`src/sv/whkr_pkg.sv`:
```
`default_nettype none
// ----------------------------------------------------------------------------
// whkr_pkg
// Types and constants shared by the window path reorder block.
// ----------------------------------------------------------------------------
package whkr_pkg;
  localparam int MaxWindow = 10;
  localparam int StoreDepth = MaxWindow + 2;
  localparam int SetCount = 1 << MaxWindow;
  localparam int TableDepth = MaxWindow * SetCount;
  localparam int IdxW = 4;
  localparam int SetW = MaxWindow;
  localparam int AddrW = $clog2(TableDepth);
  localparam int CostW = 31;
  localparam logic [CostW-1:0] CostInf = {CostW{1'b1}};

  typedef enum logic [3:0] {
    ST_LOAD, ST_INIT, ST_SEED, ST_RD, ST_EDGE, ST_RDT, ST_WRT,
    ST_FIN_RD, ST_FIN_ED, ST_FIN_CMP, ST_BT_RD, ST_BT_WT, ST_OUT
  } state_t;

  typedef struct packed {
    logic             clear_acc;
    logic             do_init;
    logic             do_seed;
    logic             rd_src;
    logic             edge_go;
    logic             rd_dst;
    logic             wr_dst;
    logic             fin_rd;
    logic             fin_edge;
    logic             fin_cmp;
    logic             bt_rd;
    logic             bt_step;
    logic [IdxW-1:0]  j;
    logic [IdxW-1:0]  k;
    logic [SetW-1:0]  m;
    logic [SetW-1:0]  full;
    logic [IdxW-1:0]  n;
    logic [IdxW-1:0]  slot;
  } cmd_t;

  function automatic logic [AddrW-1:0] taddr(input logic [IdxW-1:0] j,
                                             input logic [SetW-1:0] m);
    taddr = AddrW'(j) * AddrW'(SetCount) + AddrW'(m);
  endfunction
endpackage
`default_nettype wire

```
`src/sv/whkr_ctrl.sv`:
```
`default_nettype none
// ----------------------------------------------------------------------------
// whkr_ctrl
// Load counter and sequencer of the Held-Karp solve and result stream.
// ----------------------------------------------------------------------------
module whkr_ctrl (
  input  wire logic                 clk,
  input  wire logic                 rst_n,
  input  wire logic [3:0]           win_size,
  input  wire logic                 in_fire,
  output logic                      in_ready,
  output logic                      st_we,
  output logic [3:0]                st_addr,
  output whkr_pkg::cmd_t            cmd,
  output logic                      out_valid,
  input  wire logic                 out_ready,
  output logic                      out_last
);
  import whkr_pkg::*;

  state_t state_r, state_nxt;
  logic [3:0] load_r, load_nxt, n_r, n_nxt, j_r, j_nxt, k_r, k_nxt, s_r, s_nxt;
  logic [SetW-1:0] m_r, m_nxt;
  logic [3:0] n_eff, pos;
  logic [SetW-1:0] full;

  always_comb begin
    n_eff = (win_size == 4'd0) ? 4'd1 : (win_size > 4'(MaxWindow)) ? 4'(MaxWindow) : win_size;
    pos = (load_r > n_eff + 4'd1) ? n_eff + 4'd1 : load_r;
    full = SetW'((11'd1 << n_r) - 11'd1);
  end

  always_ff @(posedge clk) begin
    if (!rst_n) begin
      state_r <= ST_LOAD;
      load_r <= '0;
      n_r <= '0;
    end else begin
      state_r <= state_nxt;
      load_r <= load_nxt;
      n_r <= n_nxt;
    end
    j_r <= j_nxt;
    k_r <= k_nxt;
    m_r <= m_nxt;
    s_r <= s_nxt;
  end

  always_comb begin
    state_nxt = state_r;
    load_nxt = load_r;
    n_nxt = n_r;
    j_nxt = j_r;
    k_nxt = k_r;
    m_nxt = m_r;
    s_nxt = s_r;
    in_ready = 1'b0;
    st_we = 1'b0;
    st_addr = pos;
    out_valid = 1'b0;
    out_last = 1'b0;
    cmd = '0;
    cmd.j = j_r;
    cmd.k = k_r;
    cmd.m = m_r;
    cmd.full = full;
    cmd.n = n_r;
    cmd.slot = s_r;
    unique case (state_r)
      ST_LOAD: begin
        in_ready = 1'b1;
        if (in_fire) begin
          st_we = 1'b1;
          if (pos < n_eff + 4'd1) begin
            load_nxt = pos + 4'd1;
          end else begin
            load_nxt = '0;
            n_nxt = n_eff;
            j_nxt = '0;
            m_nxt = '0;
            state_nxt = ST_INIT;
          end
        end
      end
      ST_INIT: begin
        // fill every entry up to the full set with infinity
        cmd.do_init = 1'b1;
        if (j_r == n_r - 4'd1) begin
          j_nxt = '0;
          if (m_r == full) begin
            state_nxt = ST_SEED;
          end else begin
            m_nxt = m_r + SetW'(1);
          end
        end else begin
          j_nxt = j_r + 4'd1;
        end
      end
      ST_SEED: begin
        cmd.do_seed = 1'b1;
        if (j_r == n_r - 4'd1) begin
          j_nxt = '0;
          k_nxt = '0;
          m_nxt = SetW'(1);
          state_nxt = ST_RD;
        end else begin
          j_nxt = j_r + 4'd1;
        end
      end
      ST_RD: begin
        // read cost[j][m] when j in m and k outside
        if (!m_r[j_r] || m_r[k_r]) begin
          if (k_r == n_r - 4'd1) begin
            k_nxt = '0;
            if (j_r == n_r - 4'd1) begin
              j_nxt = '0;
              if (m_r == full) begin
                cmd.clear_acc = 1'b1;
                state_nxt = ST_FIN_RD;
              end else begin
                m_nxt = m_r + SetW'(1);
              end
            end else begin
              j_nxt = j_r + 4'd1;
            end
          end else begin
            k_nxt = k_r + 4'd1;
          end
        end else begin
          state_nxt = ST_EDGE;
        end
      end
      ST_EDGE: begin
        cmd.rd_src = 1'b1;
        cmd.edge_go = 1'b1;
        cmd.rd_dst = 1'b1;
        state_nxt = ST_RDT;
      end
      ST_RDT: begin
        // hold the destination read for the compare
        cmd.rd_dst = 1'b1;
        state_nxt = ST_WRT;
      end
      ST_WRT: begin
        cmd.wr_dst = 1'b1;
        state_nxt = ST_RD;
        if (k_r == n_r - 4'd1) begin
          k_nxt = '0;
          if (j_r == n_r - 4'd1) begin
            j_nxt = '0;
            if (m_r == full) begin
              cmd.clear_acc = 1'b1;
              state_nxt = ST_FIN_RD;
            end else begin
              m_nxt = m_r + SetW'(1);
            end
          end else begin
            j_nxt = j_r + 4'd1;
          end
        end else begin
          k_nxt = k_r + 4'd1;
        end
      end
      ST_FIN_RD: begin
        cmd.fin_rd = 1'b1;
        state_nxt = ST_FIN_ED;
      end
      ST_FIN_ED: begin
        cmd.fin_rd = 1'b1;
        cmd.fin_edge = 1'b1;
        state_nxt = ST_FIN_CMP;
      end
      ST_FIN_CMP: begin
        cmd.fin_cmp = 1'b1;
        if (j_r == n_r - 4'd1) begin
          s_nxt = n_r - 4'd1;
          state_nxt = ST_BT_RD;
        end else begin
          j_nxt = j_r + 4'd1;
          state_nxt = ST_FIN_RD;
        end
      end
      ST_BT_RD: begin
        cmd.bt_rd = 1'b1;
        state_nxt = ST_BT_WT;
      end
      ST_BT_WT: begin
        cmd.bt_step = 1'b1;
        if (s_r == 4'd0) begin
          state_nxt = ST_OUT;
        end else begin
          s_nxt = s_r - 4'd1;
          state_nxt = ST_BT_RD;
        end
      end
      ST_OUT: begin
        out_valid = 1'b1;
        out_last = (s_r == n_r - 4'd1);
        if (out_ready) begin
          if (out_last) begin
            state_nxt = ST_LOAD;
          end else begin
            s_nxt = s_r + 4'd1;
          end
        end
      end
      default: state_nxt = ST_LOAD;
    endcase
  end
endmodule
`default_nettype wire

```
`config.mk`:
```
export PLATFORM = sky130hd
export DESIGN_NAME = whkr_ctrl
export DESIGN_NICKNAME = d
export VERILOG_FILES = /design/src/sv/whkr_pkg.sv /design/src/sv/whkr_ctrl.sv
export SDC_FILE = /design/constraint.sdc
export NUM_CORES = 1
export LEC_CHECK = 0
export BUFFER_PORTS_ARGS = -buffer_cell sky130_fd_sc_hd__buf_2
export CORE_MARGIN = 3
export CORE_UTILIZATION = 50
export DETAILED_ROUTE_END_ITERATION = 7
export GPL_ROUTABILITY_DRIVEN = 0
export GPL_TIMING_DRIVEN = 1
export PLACE_DENSITY = 0.73
export SETUP_SLACK_MARGIN = 0.1
export SYNTH_ARGS = -nofsm -noshare
export SYNTH_HDL_FRONTEND = slang
export SYNTH_SLANG_ARGS = --single-unit
```
`constraint.sdc`:
```
create_clock -name clk -period 16.15 [get_ports clk]
set_input_delay 2.4225 -clock clk [delete_from_list [all_inputs] [get_ports clk]]
set_output_delay 2.4225 -clock clk [all_outputs]
set_load 0.02 [all_outputs]
```
==> flow_metrics.env, run 1 <==
export IMPL_crit_path_start="win_size[3]"
export IMPL_clk_pin_slew_ps=70
export IMPL_die_y_um=86.9
export IMPL_cts_sinks=34
export IMPL_num_rows=28
export IMPL_seq_area_frac_synth_pct=27.5
export IMPL_overflow=0
export IMPL_htree_num_levels=2
export IMPL_outcome="completed"
export IMPL_finalCriticalPeriod_ps=7730
export IMPL_place_inst=495
export IMPL_switchingPower_w=0.000240
export IMPL_antenna_found_initial=0
export IMPL_start_util_pct=53.4
export IMPL_seq_area_sq_um=901
export IMPL_groute_usage_overall_pct=21.9
export IMPL_path_class="input port to output port"
export IMPL_drc=0
export IMPL_cts_buffers=5
export IMPL_wl_per_cell_um=16.2
export IMPL_syn_cell_area_sq_mm=0.00327
export IMPL_clkLatencyLatePin_ps=290
export IMPL_grt_pass1_vias=2786
export IMPL_area_growth_pct=12.2
export IMPL_seqPwrFrac_pct=33.2
export IMPL_ys_ff_latch=34
export IMPL_ff2ff_setup_slack_ps=12070
export IMPL_power_density_mw_per_mm2=144
export IMPL_comb_power_share_pct=51.9
export IMPL_min_path_type="flip-flop to flip-flop"
export IMPL_diodes=0
export IMPL_setup_worst_path_end_class="output port"
export IMPL_cts_resized=0
export IMPL_rsz0062_at_grt="false"
export IMPL_cts_setup_buffers=0
export IMPL_p_sw_share_pct=45.6
export IMPL_cellLeakagePower_nw=1.55
export IMPL_grt_pass1_wl_um=13400
export IMPL_yosys_warnings=0
export IMPL_syn_nets=404
export IMPL_nets=452
export IMPL_cp_required_ps=13730
export IMPL_worstPathMaxFanout=6
export IMPL_worst_r2r_endpoint="m_r[4]"
export IMPL_synthFlopType="edfxtp_1"
export IMPL_r2r_start="n_r[0]"
export IMPL_synthDistinctLibCells=78
export IMPL_netlist_top_cells_area="edfxtp_1 20%, dfxtp_1 7.3%, xnor2_1 6.2%"
export IMPL_clockBufferDepth=2
export IMPL_port_buffers=63
export IMPL_drive_gt1_share_pct=22.9
export IMPL_netlist_area_leader_share_pct=20.2
export IMPL_drt_initial_drc_count=190
export IMPL_max_slew_margin_rel_pct=46.2
export IMPL_finClkSkew_ps=11.6
export IMPL_die_width_um=86.9
export IMPL_die_area_sq_mm=0.00755
export IMPL_io_pins=64
export IMPL_ctsHoldBuffers=0
export IMPL_drv_slew=0
export IMPL_intPower_w=0.000287
export IMPL_ys_async_sr_fraction_pct=0
export IMPL_cts_root_buf="clkbuf_8"
export IMPL_fmax_mhz=129
export IMPL_worstSetupStartpointType="input port"
export IMPL_drv_cap=0
export IMPL_cts_tree="built"
export IMPL_tightest_slew_ps=803
export IMPL_dr_pass1_iters=4
export IMPL_synth_area_leader_cell="edfxtp_1"
export IMPL_setup_viol=0
export IMPL_p_clk_share_pct=14.8
export IMPL_final_fill_count=526
export IMPL_layout_cells_non_filler=503
export IMPL_synth_edf_count=22
export IMPL_wl_um=8140
export IMPL_ir_worst_vdd_mv=0.112
export IMPL_hold_violations=0
export IMPL_grt_max_degree=24
export IMPL_avgSynthCellArea_sq_um=8.64
export IMPL_core_area_sq_mm=0.00613
export IMPL_num_vias=3012
export IMPL_synthCells=379
export IMPL_rr_worst_depth=13
export IMPL_detail_route_antenna_nets=0
export IMPL_multi_input_area_sq_mm=0.00217
export IMPL_viasPerCell=5.99
export IMPL_endpoint="st_addr[0]"
export IMPL_hpwl_um=6170
export IMPL_post_route_period_util_pct=47.9
export IMPL_arrival_ps=5310
export IMPL_tns_ps=0
cell usage after synthesis (4+ instances only):
library cell / number
nand2_1: 32
xor2_1: 14
inv_1: 19
a31oi_1: 4
mux2i_1: 9
mux4_2: 4
buf_2: 4
a21oi_1: 19
nor4_1: 4
o22ai_1: 4
dfxtp_1: 12
o21ai_0: 22
clkbuf_1: 12
ha_1: 16
nand3_1: 10
edfxtp_1: 22
a211oi_1: 5
xnor2_1: 23
nor2b_1: 8
nor2_1: 45
nor3_1: 12
how the worst min path moves through the flow:
| stage | start | end | slack [ps] | depth (start not counted) |
|---|---|---|---|---|
| CTS | load_r[1] | load_r[1] | 550 | 2 |
| detailed placement | load_r[1] | load_r[1] | 540 | 2 |
| floorplan | load_r[1] | load_r[1] | 510 | 2 |
| global route | load_r[3] | load_r[3] | 610 | 2 |
| global placement | load_r[1] | load_r[1] | 550 | 2 |
| finish | load_r[1] | load_r[1] | 550 | 2 |
cell type report:
type                       instances  share of cell area, %
sequential                        34                   24.5
clock inverter                     3                   1.09
inverter                          20                   2.04
timing repair buffer              64                   8.79
tap                               75                   2.56
clock buffer                       5                   1.87
multi-input combinational        302                   59.1
registers in the layout (all words and copies together), names as in the netlist:
| name | cells |
|---|---|
| j_r | 4 |
| k_r | 4 |
| load_r | 4 |
| m_r | 10 |
| n_r | 4 |
| s_r | 4 |
| state_r | 4 |
worst max-delay path, cell delays in order:
cell and delay, ps:
buf_2 140, o21ai_0 90, a21oi_1 350, inv_1 110, ha_1 340, inv_1 80, ha_1 290, nor2b_1 140
a2bb2oi_1 140, maj3_2 320, maj3_2 350, o21ai_0 290, buf_2 230
stage by stage:
| stage | hold slack [ps] | worst slack [ps] | area (sq um) | utilization [%] | power [W] |
|---|---|---|---|---|---|
| 6_report | 552 | 8420 | 3670 | 59.9 | 0.000528 |
| 3_5_place_dp | 538 | 8470 | 3560 | 58.1 | 0.000450 |
| 2_1_floorplan | 507 | 8460 | 3270 | - | 0.000376 |
| 5_1_grt | 611 | 8180 | 3670 | 59.9 | 0.000564 |
| 4_1_cts | 551 | 8460 | 3670 | 59.9 | 0.000529 |
| 3_3_place_gp | 545 | 8560 | 3560 | 58.1 | 0.000442 |
power by group through the flow:
stage / logic, W / registers, W / clock network, W
5_1_grt: 0.000300 / 0.000181 / 0.0000825
4_1_cts: 0.000274 / 0.000175 / 0.0000797
2_1_floorplan: 0.000201 / 0.000175 / 0
3_5_place_dp: 0.000273 / 0.000177 / 0
6_report: 0.000274 / 0.000175 / 0.0000782
3_3_place_gp: 0.000267 / 0.000175 / 0
layout by cell type, fill, tap and decap left out, drive strengths merged, types with 15 or more instances in the layout:
master	count
ha	16
nand2	32
buf	64
nor2	46
xor2	15
o21ai	24
edfxtp	22
xnor2	24
inv	19
a21oi	19
cells by family (layout without fill, tap and decap cells):
kind of cell | Yosys count | after routing | share of synthesized area, %
simple gates | 144 | 144 | 23.1
compound gates | 83 | 83 | 17.0
buf+inv | 43 | 92 | 6.38
xor+xnor | 41 | 41 | 12.3
flops | 34 | 34 | 27.5
fa+ha+maj | 19 | 19 | 7.42
mux | 15 | 15 | 6.19
routing by layer:
layer | wire length, um | vias up | track usage (%)
met5 | 0 | - | 0
met4 | 114 | 0 | 5.67
met3 | 669 | 12 | 3.03
met2 | 3800 | 146 | 35.3
met1 | 3560 | 1391 | 31.0
li1 | - | 1463 | -
No activity file was read; power rests on OpenSTA's default activity.
==> inputs of run 2 (changes only) <==
- clock period: 16.15 -> 7.72 ns (I/O delays scaled with it)
==> run 2 against run 1 <==
Effect of this change:
- cell area is 0.44% higher
- register-to-register slack worse by 9000 ps
- sequential cell count unchanged
- critical path depth rose by 4
- worst setup slack lost 6500 ps
- sequential share of layout area is 0.11 points lower
- non-clock buffer count decreased by 1
- wire length is 1.8% higher
- first-iteration DRC count increased by 30%
- global-route usage up 0.57 points
- die area stayed put
- critical path type is now input port to flip-flop
- largest cell class unchanged
- highest routed layer unchanged
==> flow_metrics.env, run 2 (synthesis gave the netlist of run 1 again) <==
export IMPL_outcome="completed"
export IMPL_cts_setup_buffers=0
export IMPL_worstSetupStartpointType="input port"
export IMPL_htree_num_levels=2
export IMPL_finClkSkew_ps=6.47
export IMPL_cts_root_buf="clkbuf_8"
export IMPL_drt_initial_drc_count=247
export IMPL_hold_violations=0
export IMPL_drive_gt1_share_pct=22.5
export IMPL_worstPathMaxFanout=10
export IMPL_path_class="input port to flip-flop"
export IMPL_ctsHoldBuffers=0
export IMPL_cts_sinks=34
export IMPL_grt_max_degree=24
export IMPL_detail_route_antenna_nets=0
export IMPL_die_width_um=86.9
export IMPL_clkLatencyLatePin_ps=290
export IMPL_hpwl_um=6240
export IMPL_layout_cells_most_common="buf_2"
export IMPL_arrival_ps=5740
export IMPL_num_rows=28
export IMPL_rsz0062_at_grt="false"
export IMPL_io_pins=64
export IMPL_worst_slack_ps=1880
export IMPL_setup_worst_path_end_class="flip-flop"
export IMPL_groute_usage_overall_pct=22.5
export IMPL_place_ws_ps=1590
export IMPL_power_density_mw_per_mm2=309
export IMPL_grt_pass1_wl_um=13700
export IMPL_clockBufferDepth=2
export IMPL_wl_um=8290
export IMPL_drv_cap=0
export IMPL_ir_worst_vdd_mv=0.178
export IMPL_final_cell_mix="63 x buf_2, 45 x nor2_1, 32 x nand2_1"
export IMPL_grt_pass1_vias=2788
export IMPL_core_area_sq_mm=0.00613
export IMPL_tightest_slew_ps=1260
export IMPL_cellLeakagePower_nw=1.55
export IMPL_fmax_mhz=171
export IMPL_nets=451
export IMPL_final_fill_count=539
export IMPL_overflow=0
export IMPL_cts_resized=0
export IMPL_wl_per_cell_um=16.5
export IMPL_post_route_period_util_pct=75.6
export IMPL_regMostFlops="m_r"
export IMPL_num_vias=3027
export IMPL_drv_slew=0
export IMPL_viasPerCell=6.03
export IMPL_diodes=0
export IMPL_cp_required_ps=7620
export IMPL_finalCriticalPeriod_ps=5840
export IMPL_start_util_pct=53.4
export IMPL_port_buffers=63
export IMPL_cts_tree="built"
export IMPL_antenna_found_initial=0
export IMPL_die_y_um=86.9
export IMPL_setup_viol=0
export IMPL_die_area_sq_mm=0.00755
export IMPL_min_path_type="flip-flop to flip-flop"
export IMPL_cts_buffers=5
export IMPL_clk_pin_slew_ps=70
export IMPL_max_slew_margin_rel_pct=16.0
export IMPL_largest_reg_flops=10
export IMPL_tns_ps=0
export IMPL_area_growth_pct=12.7
export IMPL_drc=0
export IMPL_dr_pass1_iters=5
-- run 2: critical path, stage by stage --
cell and delay, ps:
buf_2 130, o21ai_0 100, a21oi_1 340, inv_1 100, ha_1 330, inv_1 70
ha_1 280, nor2b_1 130, a2bb2oi_1 130, maj3_2 320, maj3_2 350, mux2_2 310
ha_1 300, o21ai_0 80, o31a_1 270, nand3b_1 200, a2111oi_2 1120
-- run 2: metrics by stage --
stage / power (W) / instance area (sq um) / util [%] / hold slack (ps) / std cells
after floorplan: 0.000786 / 3270 / - / 507 / 379
after global placement: 0.000928 / 3550 / 58.0 / 542 / 494
after detailed placement: 0.000941 / 3550 / 58.0 / 559 / 494
after CTS: 0.00114 / 3690 / 60.1 / 568 / 502
after global routing: 0.00121 / 3690 / 60.1 / 608 / 502
final: 0.00114 / 3690 / 60.1 / 566 / 502
-- run 2: path summary, 6_finish.rpt --
kind	from	end	slack (ps)	cells past startpoint
hold / removal	load_r[1]	load_r[1]	570	2
hold reg to reg	load_r[1]	load_r[1]	570	2
setup reg to reg	n_r[0]	m_r[4]	3090	12
setup / recovery	win_size[3]	m_r[4]	1880	17
-- run 2: report_power, final --
part           switching, W  internal (W)
registers          0.000109      0.000261
clock network     0.0000653      0.000128
logic              0.000334      0.000242
total              0.000508      0.000630
-- run 2: layout make-up --
cell class | instances | area (sq um) | area share [%]
Multi-Input combinational cell | 302 | 2170 | 58.8
Sequential cell | 34 | 901 | 24.4
Timing Repair Buffer | 63 | 315 | 8.55
Tap cell | 75 | 93.8 | 2.54
Inverter | 20 | 75.1 | 2.04
Clock buffer | 5 | 68.8 | 1.87
Clock inverter | 3 | 63.8 | 1.73
-- run 2: per-layer routing --
metal	vias to the layer above	track usage, %	wire length (um)
li1	1449	-	-
met1	1436	32.6	3750
met2	129	35.3	3790
met3	13	3.22	612
met4	0	5.52	134
met5	-	0	0
